===== src/hw/rtl/shp_pkg.sv =====
`timescale 1ns / 1ps
// ----------------------------------------------------------------------------
// shp_pkg
// Shared types, constants and the half-step coil table for the stepper
// half-step positioner.
// ----------------------------------------------------------------------------
package shp_pkg;

   // Motor geometry and field widths
   localparam int unsigned STEPS_PER_REV = 4096;
   localparam int unsigned POS_WIDTH     = 13;
   localparam int unsigned PCT_WIDTH     = 7;
   localparam int unsigned PCT_MAX       = 100;
   localparam int unsigned PHASE_WIDTH   = 3;
   localparam int unsigned COIL_WIDTH    = 4;

   // floor(pct * STEPS_PER_REV / 100) as a multiply by a rounded-up
   // reciprocal; 16 fraction bits keep the error below 1/100 for pct <= 100.
   localparam int unsigned SCALE_SHIFT = 16;
   localparam longint unsigned SCALE_MULT =
      (longint'(STEPS_PER_REV) * (longint'(1) << SCALE_SHIFT) + PCT_MAX - 1) / PCT_MAX;
   localparam int unsigned SCALE_WIDTH = $clog2(SCALE_MULT + 1);
   localparam int unsigned PROD_WIDTH  = PCT_WIDTH + SCALE_WIDTH;

   typedef enum logic {
      CMD_SET_TARGET = 1'b0,
      CMD_TICK       = 1'b1
   } command_type;

   typedef struct packed {
      command_type        command;
      logic signed [7:0]  percent;
   } req_payload_type;

   typedef struct packed {
      logic [COIL_WIDTH-1:0] coil_pattern;
      logic                  moving;
      logic [POS_WIDTH-1:0]  position;
   } rsp_payload_type;

   // Request after the input register: command and scaled target
   typedef struct packed {
      command_type          command;
      logic [POS_WIDTH-1:0] target;
   } intake_item_type;

   // Half-step coil sequence, IN4..IN1
   function automatic logic [COIL_WIDTH-1:0] half_step_pattern(
      input logic [PHASE_WIDTH-1:0] idx);
      logic [COIL_WIDTH-1:0] pat;
      unique case (idx)
         3'd0:    pat = 4'h8;
         3'd1:    pat = 4'hC;
         3'd2:    pat = 4'h4;
         3'd3:    pat = 4'h6;
         3'd4:    pat = 4'h2;
         3'd5:    pat = 4'h3;
         3'd6:    pat = 4'h1;
         3'd7:    pat = 4'h9;
         default: pat = 4'h0;
      endcase
      return pat;
   endfunction

endpackage


===== src/hw/rtl/shp_intake.sv =====
`timescale 1ns / 1ps
// ----------------------------------------------------------------------------
// shp_intake
// Input register. Clamps the percent to 0..100 and scales it to a target
// step count on the way in.
// ----------------------------------------------------------------------------
module shp_intake (
   input  logic                     clock,
   input  logic                     reset,
   input  logic                     req_valid,
   output logic                     req_stall,
   input  shp_pkg::req_payload_type req_payload,
   input  logic                     core_ready,
   output logic                     item_valid,
   output shp_pkg::intake_item_type item
);

   logic                          item_valid_ff;
   shp_pkg::intake_item_type      item_ff;
   logic                          load_en;
   logic [shp_pkg::PCT_WIDTH-1:0] pct_clamped;
   logic [shp_pkg::PROD_WIDTH-1:0] scaled;
   shp_pkg::intake_item_type      item_in;

   // Register frees up when empty or when the core takes its request
   assign load_en   = !item_valid_ff || core_ready;
   assign req_stall = !load_en;

   // Clamp to 0..100
   always_comb begin
      priority if (req_payload.percent[7]) begin
         pct_clamped = '0;
      end else if (req_payload.percent > 8'sd100) begin
         pct_clamped = shp_pkg::PCT_WIDTH'(shp_pkg::PCT_MAX);
      end else begin
         pct_clamped = req_payload.percent[shp_pkg::PCT_WIDTH-1:0];
      end
   end

   // Scale by STEPS_PER_REV / 100
   assign scaled = shp_pkg::PROD_WIDTH'(pct_clamped)
                 * shp_pkg::PROD_WIDTH'(shp_pkg::SCALE_MULT);

   always_comb begin
      item_in.command = req_payload.command;
      item_in.target  = scaled[shp_pkg::SCALE_SHIFT +: shp_pkg::POS_WIDTH];
   end

   always_ff @(posedge clock) begin
      if (reset) begin
         item_valid_ff <= 1'b0;
      end else if (load_en) begin
         item_valid_ff <= req_valid;
      end
   end

   always_ff @(posedge clock) begin
      if (load_en && req_valid) begin
         item_ff <= item_in;
      end
   end

   assign item_valid = item_valid_ff;
   assign item       = item_ff;

endmodule


===== src/hw/rtl/shp_core.sv =====
`timescale 1ns / 1ps
// ----------------------------------------------------------------------------
// shp_core
// Position, target, phase and coil state, with the result register.
// Moves one half step toward the target on each tick.
// ----------------------------------------------------------------------------
module shp_core (
   input  logic                     clock,
   input  logic                     reset,
   input  logic                     item_valid,
   input  shp_pkg::intake_item_type item,
   output logic                     core_ready,
   output logic                     rsp_valid,
   input  logic                     rsp_stall,
   output shp_pkg::rsp_payload_type rsp_payload
);

   logic [shp_pkg::POS_WIDTH-1:0]   current_ff, current_in;
   logic [shp_pkg::POS_WIDTH-1:0]   target_ff, target_in;
   logic [shp_pkg::PHASE_WIDTH-1:0] phase_ff, phase_in, phase_back;
   logic [shp_pkg::COIL_WIDTH-1:0]  pattern_ff, pattern_in;
   logic                            rsp_valid_ff;
   shp_pkg::rsp_payload_type        rsp_payload_ff, rsp_payload_in;
   logic                            consume;

   // Result slot is free when empty or being drained this cycle
   assign core_ready = !rsp_valid_ff || !rsp_stall;
   assign consume    = item_valid && core_ready;

   assign phase_back = phase_ff - 1'b1;

   // Next state
   always_comb begin
      current_in = current_ff;
      target_in  = target_ff;
      phase_in   = phase_ff;
      pattern_in = pattern_ff;
      unique case (item.command)
         shp_pkg::CMD_SET_TARGET: begin
            target_in = item.target;
         end
         shp_pkg::CMD_TICK: begin
            priority if (current_ff < target_ff) begin
               // forward: drive current phase, then advance
               pattern_in = shp_pkg::half_step_pattern(phase_ff);
               phase_in   = phase_ff + 1'b1;
               current_in = current_ff + 1'b1;
            end else if (current_ff > target_ff) begin
               // reverse: back the phase up first, then drive it
               pattern_in = shp_pkg::half_step_pattern(phase_back);
               phase_in   = phase_back;
               current_in = current_ff - 1'b1;
            end else begin
               pattern_in = pattern_ff;
            end
         end
         default: begin
            target_in = target_ff;
         end
      endcase
   end

   always_comb begin
      rsp_payload_in.coil_pattern = pattern_in;
      rsp_payload_in.moving       = (current_in != target_in);
      rsp_payload_in.position     = current_in;
   end

   always_ff @(posedge clock) begin
      if (reset) begin
         current_ff   <= '0;
         target_ff    <= '0;
         phase_ff     <= '0;
         pattern_ff   <= '0;
         rsp_valid_ff <= 1'b0;
      end else begin
         if (core_ready) begin
            rsp_valid_ff <= item_valid;
         end
         if (consume) begin
            current_ff <= current_in;
            target_ff  <= target_in;
            phase_ff   <= phase_in;
            pattern_ff <= pattern_in;
         end
      end
   end

   always_ff @(posedge clock) begin
      if (consume) begin
         rsp_payload_ff <= rsp_payload_in;
      end
   end

   assign rsp_valid   = rsp_valid_ff;
   assign rsp_payload = rsp_payload_ff;

endmodule


===== src/hw/rtl/stepper_half_step_positioner_unit.sv =====
`timescale 1ns / 1ps
// ----------------------------------------------------------------------------
// stepper_half_step_positioner_unit
// Half-step positioner for a four-coil stepper. Every request returns the
// coil pattern, a moving flag and the position. Requests are taken one per
// cycle while req_stall is low; a response passes the input register, then
// the result register. The rate is set by the position and phase update in
// the core, which is done as each request is consumed, so that each
// request sees the state left by the one before it.
// ----------------------------------------------------------------------------
module stepper_half_step_positioner_unit (
   input  logic                     clock,
   input  logic                     reset,
   input  logic                     req_valid,
   output logic                     req_stall,
   input  shp_pkg::req_payload_type req_payload,
   output logic                     rsp_valid,
   input  logic                     rsp_stall,
   output shp_pkg::rsp_payload_type rsp_payload
);

   logic                     item_valid;
   shp_pkg::intake_item_type item;
   logic                     core_ready;

   // Input register with target scaling
   shp_intake u_intake (
      .clock       (clock),
      .reset       (reset),
      .req_valid   (req_valid),
      .req_stall   (req_stall),
      .req_payload (req_payload),
      .core_ready  (core_ready),
      .item_valid  (item_valid),
      .item        (item)
   );

   // State update and result register
   shp_core u_core (
      .clock       (clock),
      .reset       (reset),
      .item_valid  (item_valid),
      .item        (item),
      .core_ready  (core_ready),
      .rsp_valid   (rsp_valid),
      .rsp_stall   (rsp_stall),
      .rsp_payload (rsp_payload)
   );

endmodule


===== config.mk =====
export PLATFORM = sky130hd
export DESIGN_NAME = stepper_half_step_positioner_unit
export DESIGN_NICKNAME = d
export VERILOG_FILES = /design/src/hw/rtl/shp_pkg.sv /design/src/hw/rtl/shp_intake.sv /design/src/hw/rtl/shp_core.sv /design/src/hw/rtl/stepper_half_step_positioner_unit.sv
export SDC_FILE = /design/constraint.sdc
export NUM_CORES = 1
export LEC_CHECK = 0
export BUFFER_PORTS_ARGS = -buffer_cell sky130_fd_sc_hd__buf_2
export CAP_MARGIN = 20
export CORE_MARGIN = 2
export CORE_UTILIZATION = 40
export CTS_CLUSTER_SIZE = 8
export DETAILED_ROUTE_END_ITERATION = 6
export GPL_TIMING_DRIVEN = 1
export SKIP_LAST_GASP = 1
export SLEW_MARGIN = 30
export SYNTH_ARGS = -nofsm -noshare
export SYNTH_HDL_FRONTEND = slang
export SYNTH_SLANG_ARGS = --single-unit

===== constraint.sdc =====
create_clock -name clock -period 16.4 [get_ports clock]
set_input_delay 4.92 -clock clock [delete_from_list [all_inputs] [get_ports clock]]
set_output_delay 4.92 -clock clock [all_outputs]
set_load 0.05 [all_outputs]

; Word-level counts from Yosys, hierarchy flattened
; Memories as Yosys holds them, arrays and structs flattened. A register that Yosys moved wholly into a read port is not among the register bits.
; Index checks and enable logic that the tools add are counted.
[classes]
addsub = 4
multipliers = 1
magnitude_cmp = 3
eq_ne = 1
muxes = 13
reduce_logical = 10
[ops]
columns = op, n
row1 = $mux W13, 4
row2 = $mul A7 B22 Y29 const B, 1
row3 = $mux W7, 2
row4 = $add A13 B1 Y13 const B, 1
row5 = $gt A13 B13 Y1, 1
row6 = $lt A13 B13 Y1, 1
row7 = $ne A13 B13 Y1, 1
row8 = $sub A13 B1 Y13 const B, 1
row9 = $mux W3, 4
row10 = $mux W4, 3
row11 = $gt A8 B8 Y1 const B, 1
row12 = $logic_not A1 Y1, 4
row13 = $add A3 B1 Y3 const B, 1
row14 = $reduce_and A3 Y1, 1
row15 = $sub A3 B1 Y3 const B, 1
row16 = $logic_and A1 B1 Y1, 2
row17 = $logic_or A1 B1 Y1, 2
row18 = $reduce_bool A2 Y1, 1
[word_totals]
regBits = 67
romBits = 64
inputBits = 13
output_inout_bits = 20
elab_cells = 45
mem_count = 2
[mem_list]
columns = memory, depth, width, rd, rd_clocked_by_memory_dff, wr, line
row1 = (name not given), 8, 4, 1, 1, 0, shp_pkg.sv:51  ; unique case (idx)
row2 = (name not given), 8, 4, 1, 0, 0, shp_pkg.sv:51

; Longest topological paths before layout
[logic_depth]
depth_word = 6
depth_mapped = 20
mapped_depth_nobuf = 20

; By module
; Synthesis repeated with hierarchy kept, for this count alone.
[hier_totals]
hier_cells = 751
hier_area_um2 = 6770.2
[by_module_without_submodules]
columns = mod, n_inst, cells_each, area_each_um2, seq_area_each_um2
row1 = shp_core, 1, 438, 3762.4, 1301.2
row2 = shp_intake, 1, 313, 3007.9, 440.4

; Worst setup path before layout
; Ideal clock, no wire load.
[synth_timing]
path_kind = input to output
startpoint = input port rsp_stall
endpoint = output port req_stall
arrival_ps = 5401
required_ps = 11480
slack_ps = 6079
cell_stages = 1
n_path_buf = 0
cell_sequence = and3_1
[synth_via]
elab_chain_cells = 4
[synth_lines]
columns = item, line
row1 = start: declaration, stepper_half_step_positioner_unit.sv:18  ; input logic rsp_stall,
row2 = $logic_not A1 Y1, shp_core.sv:27  ; assign core_ready = !rsp_valid_ff || !rsp_stall;
row3 = $logic_or A1 B1 Y1, shp_core.sv:27
row4 = $logic_or A1 B1 Y1, shp_intake.sv:26  ; assign load_en = !item_valid_ff || core_ready;
row5 = $logic_not A1 Y1, shp_intake.sv:27  ; assign req_stall = !load_en;
row6 = end: declaration, stepper_half_step_positioner_unit.sv:15  ; output logic req_stall,
; No other way between the ends.

; Final worst setup path
; Ends and elaborated chain as after synthesis.

==> impl_metrics.prom <==
# TYPE chip_impl_metric gauge
chip_impl_metric{name="critical_path_arrival",unit="ns"} 5.48
chip_impl_metric{name="detailedPlacementHpwl",unit="um"} 12200
chip_impl_metric{name="fin_nets",unit=""} 887
chip_impl_info{name="cts_root_buffer",value="clkbuf_16"} 1
chip_impl_metric{name="syn_nets",unit=""} 868
chip_impl_info{name="worst_setup_path_end_kind",value="output port"} 1
chip_impl_metric{name="post_cts_buffers",unit=""} 0
chip_impl_metric{name="timing.final.crit_period",unit="ns"} 10.40
chip_impl_metric{name="clock_path_buffers",unit=""} 2
chip_impl_metric{name="io_buffers",unit=""} 32
chip_impl_metric{name="fillCellCount",unit=""} 1584
chip_impl_info{name="result_of_the_run",value="complete, no violations"} 1
chip_impl_metric{name="timing.max_slew.rel_slack",unit="%"} 40.1
chip_impl_metric{name="period_share",unit="%"} 63.4
chip_impl_metric{name="synthesis_to_layout_area_growth",unit="%"} 10.5
chip_impl_metric{name="tightest_slew",unit="ns"} 0.890
chip_impl_metric{name="synth_cell_type_count",unit=""} 61
chip_impl_metric{name="clock-sinks",unit=""} 71
chip_impl_metric{name="skew",unit="ns"} 0.00865
chip_impl_metric{name="drt_first_pass_iters",unit=""} 5
chip_impl_metric{name="report.final.setup_viol",unit=""} 0
chip_impl_info{name="critPathKind",value="input pin to output port"} 1
chip_impl_metric{name="critical_path_peak_fanout",unit=""} 3
chip_impl_metric{name="grt_antenna_before_repair",unit=""} 0
chip_impl_metric{name="seq_area_frac_synth",unit="%"} 26.5
chip_impl_metric{name="vdd_ir_drop_max",unit="mV"} 0.0928
chip_impl_info{name="cts_tree",value="built"} 1
chip_impl_metric{name="wl_per_cell",unit="um"} 16.4
chip_impl_metric{name="detail_route.vias_per_cell",unit=""} 5.57
chip_impl_metric{name="die_w",unit="um"} 132
chip_impl_metric{name="seqPwrFrac",unit="%"} 20.0
chip_impl_metric{name="p_comb_share",unit="%"} 64.2
chip_impl_metric{name="place_worst_setup_slack",unit="ns"} 6.00
chip_impl_metric{name="synth.avg_cell_area",unit="um^2"} 8.89
chip_impl_metric{name="placement_rows",unit=""} 46
chip_impl_metric{name="timing_hold_violations_final",unit=""} 0
chip_impl_metric{name="start_util",unit="%"} 41.1
chip_impl_metric{name="dieHeight",unit="um"} 132
chip_impl_metric{name="drt_wl_total",unit="um"} 16100
chip_impl_metric{name="slew_viol_final",unit=""} 0
chip_impl_metric{name="ios",unit=""} 33
chip_impl_metric{name="worst-endpoint-required",unit="ns"} 11.48
chip_impl_info{name="holdCritPathClass",value="register to register"} 1
chip_impl_metric{name="drv_cap",unit=""} 0
chip_impl_info{name="dominantRegCellSynth",value="dfxtp_1"} 1
chip_impl_metric{name="cts-hold-fix-buffers",unit=""} 0
chip_impl_metric{name="clkTransAtPathRegs",unit="ns"} 0.05
chip_impl_metric{name="htree_levels",unit=""} 3
chip_impl_metric{name="postSynthRegisterBits",unit=""} 71
chip_impl_metric{name="cts_made_buffers",unit=""} 9
chip_impl_metric{name="grt_usage",unit="%"} 18.7
chip_impl_metric{name="drive_above_1_share",unit="%"} 9.42
chip_impl_metric{name="asyncSetResetFlopFracSynth",unit="%"} 0
chip_impl_metric{name="detailroute.via_count",unit=""} 5456
chip_impl_metric{name="grt_max_degree",unit=""} 40
chip_impl_metric{name="internal_power",unit="mW"} 0.725
chip_impl_metric{name="design.die.area",unit="um^2"} 17500
chip_impl_metric{name="worstSkewPairLatency",unit="ns"} 0.35
chip_impl_metric{name="syn-cell-area",unit="um^2"} 6580
chip_impl_metric{name="final_critical_path_setup_slack",unit="ns"} 6.00
chip_impl_info{name="rsz0062_at_grt",value="no"} 1
chip_impl_info{name="most-common-layout-cells",value="ha_1 (89), inv_1 (82), nand2_1 (66)"} 1
chip_impl_metric{name="p_sw_share",unit="%"} 49.1
chip_impl_metric{name="clock_power_share",unit="%"} 15.8
chip_impl_metric{name="drc",unit=""} 0
chip_impl_metric{name="grt_pass1_wl",unit="um"} 26400
chip_impl_metric{name="postRouteAntennaNets",unit=""} 0
chip_impl_metric{name="initialDrtViolationCount",unit=""} 472
chip_impl_metric{name="finalWeightedCongestion",unit=""} 0.908
chip_impl_metric{name="max_freq",unit="MHz"} 96.1
chip_impl_metric{name="leakage_power_figure",unit="nW"} 3.30
chip_impl_metric{name="synth-edff-count",unit=""} 32
chip_impl_metric{name="ys_warn_count",unit=""} 0
chip_impl_metric{name="post_synth_inst_count",unit=""} 740
chip_impl_metric{name="first_global_vias",unit=""} 5368
chip_impl_metric{name="setup_total_negative_slack",unit="ns"} 0
chip_impl_metric{name="power_density",unit="nW/um^2"} 196
chip_impl_info{name="startpoint_type",value="input pin"} 1
chip_impl_info{name="final_common_cell",value="ha_1"} 1
chip_impl_metric{name="net-switching-power",unit="mW"} 0.700
chip_impl_metric{name="grt-ovfl-total",unit=""} 0
chip_impl_metric{name="post_cts_resize_count",unit=""} 0
chip_impl_metric{name="core",unit="um^2"} 16000
chip_impl_metric{name="num_antenna_cells",unit=""} 0
synth_stat cells, drive strengths merged (10+ instances only):
library cell  count  area [um^2]
o211ai           10         75.1
clkbuf           25         93.8
inv              82          308
xnor2            26          228
nor2             56          210
edfxtp           32          961
nand2            66          248
ha               89         1110
mux2i            14          140
nor3             16         80.1
fa               26          521
nand4            14         87.6
a21oi            43          215
nor4             13         87.6
o21ai            23          115
dfxtp            39          781
nand3            21          105
worst max-delay path, cell delays in order:
cell and delay (ns):
buf_2 0.09, and3_1 0.19, buf_2 0.27
through the flow:
step / power (mW) / hold WS, ns / util, % / area (um^2) / instances
global route: 1.52 / 0.496 / 45.4 / 7270 / 980
global placement: 1.16 / 0.447 / 43.3 / 6930 / 964
floorplan: 0.963 / 0.436 / - / 6580 / 740
detailed placement: 1.18 / 0.456 / 43.3 / 6930 / 964
finish: 1.42 / 0.462 / 45.4 / 7270 / 980
CTS: 1.41 / 0.464 / 45.4 / 7270 / 980
final timing paths:
path | startpoint | slack, ns | cells after the start | endpoint
hold / removal | u_core.target_ff[4]$_SDFFE_PP0P_ | 0.46 | 2 | u_core.target_ff[4]$_SDFFE_PP0P_
setup reg to reg | u_core.current_ff[3]$_SDFFE_PP0P_ | 12.06 | 9 | u_core.rsp_payload[13]$_DFFE_PP_
hold reg to reg | u_core.target_ff[4]$_SDFFE_PP0P_ | 0.46 | 2 | u_core.target_ff[4]$_SDFFE_PP0P_
setup / recovery | rsp_stall | 6.00 | 3 | req_stall
layer usage:
| layer | global-route usage [%] | part of all wire [%] | wire (um) | vias up |
|---|---|---|---|---|
| li1 | - | - | - | 2666 |
| met1 | 23.3 | 45 | 7180 | 2622 |
| met2 | 32.8 | 49 | 7820 | 147 |
| met3 | 2.96 | 4.9 | 793 | 21 |
| met4 | 6.87 | 1.9 | 305 | 0 |
| met5 | 0 | 0 | 0 | - |
kinds of logic (layout without fill, tap and decap cells):
| kind of cell | Yosys count | in the layout | share of synthesized area (%) |
|---|---|---|---|
| muxes | 17 | 17 | 2.64 |
| buffers and inverters | 112 | 136 | 6.55 |
| and+or+nand+nor | 245 | 245 | 18.8 |
| adders and majority gates | 115 | 115 | 24.8 |
| DFF | 71 | 71 | 26.5 |
| xor gates and xnor gates | 40 | 40 | 6.37 |
| AOI/OAI and AO/OA | 140 | 140 | 14.3 |
state kept, by name, indices dropped and copies added, names as in the netlist, named ones only:
name                 count
u_intake.item           14
u_core.pattern_ff        4
u_core.current_ff       13
u_core.target_ff        13
u_intake.item_valid      1
u_core.phase_ff          3
u_core.rsp_payload      18
u_core.rsp_valid         1
area by class of cell:
class | instances | area [um^2] | area share, %
clock buffers | 10 | 229 | 3.15
clock inverters | 6 | 109 | 1.50
inverters | 82 | 308 | 4.24
multi-input cells | 557 | 4400 | 60.6
flip-flops and latches | 71 | 1740 | 24.0
well taps | 216 | 270 | 3.72
repair buffers | 38 | 205 | 2.82
power by group through the flow:
stage	clock network (mW)	logic, mW	registers, mW
4_1_cts	0.229	0.897	0.284
3_3_place_gp	0	0.877	0.286
5_1_grt	0.237	0.989	0.290
2_1_floorplan	0	0.648	0.315
3_5_place_dp	0	0.893	0.288
6_report	0.225	0.914	0.285
(Power assumes the default switching activity.)
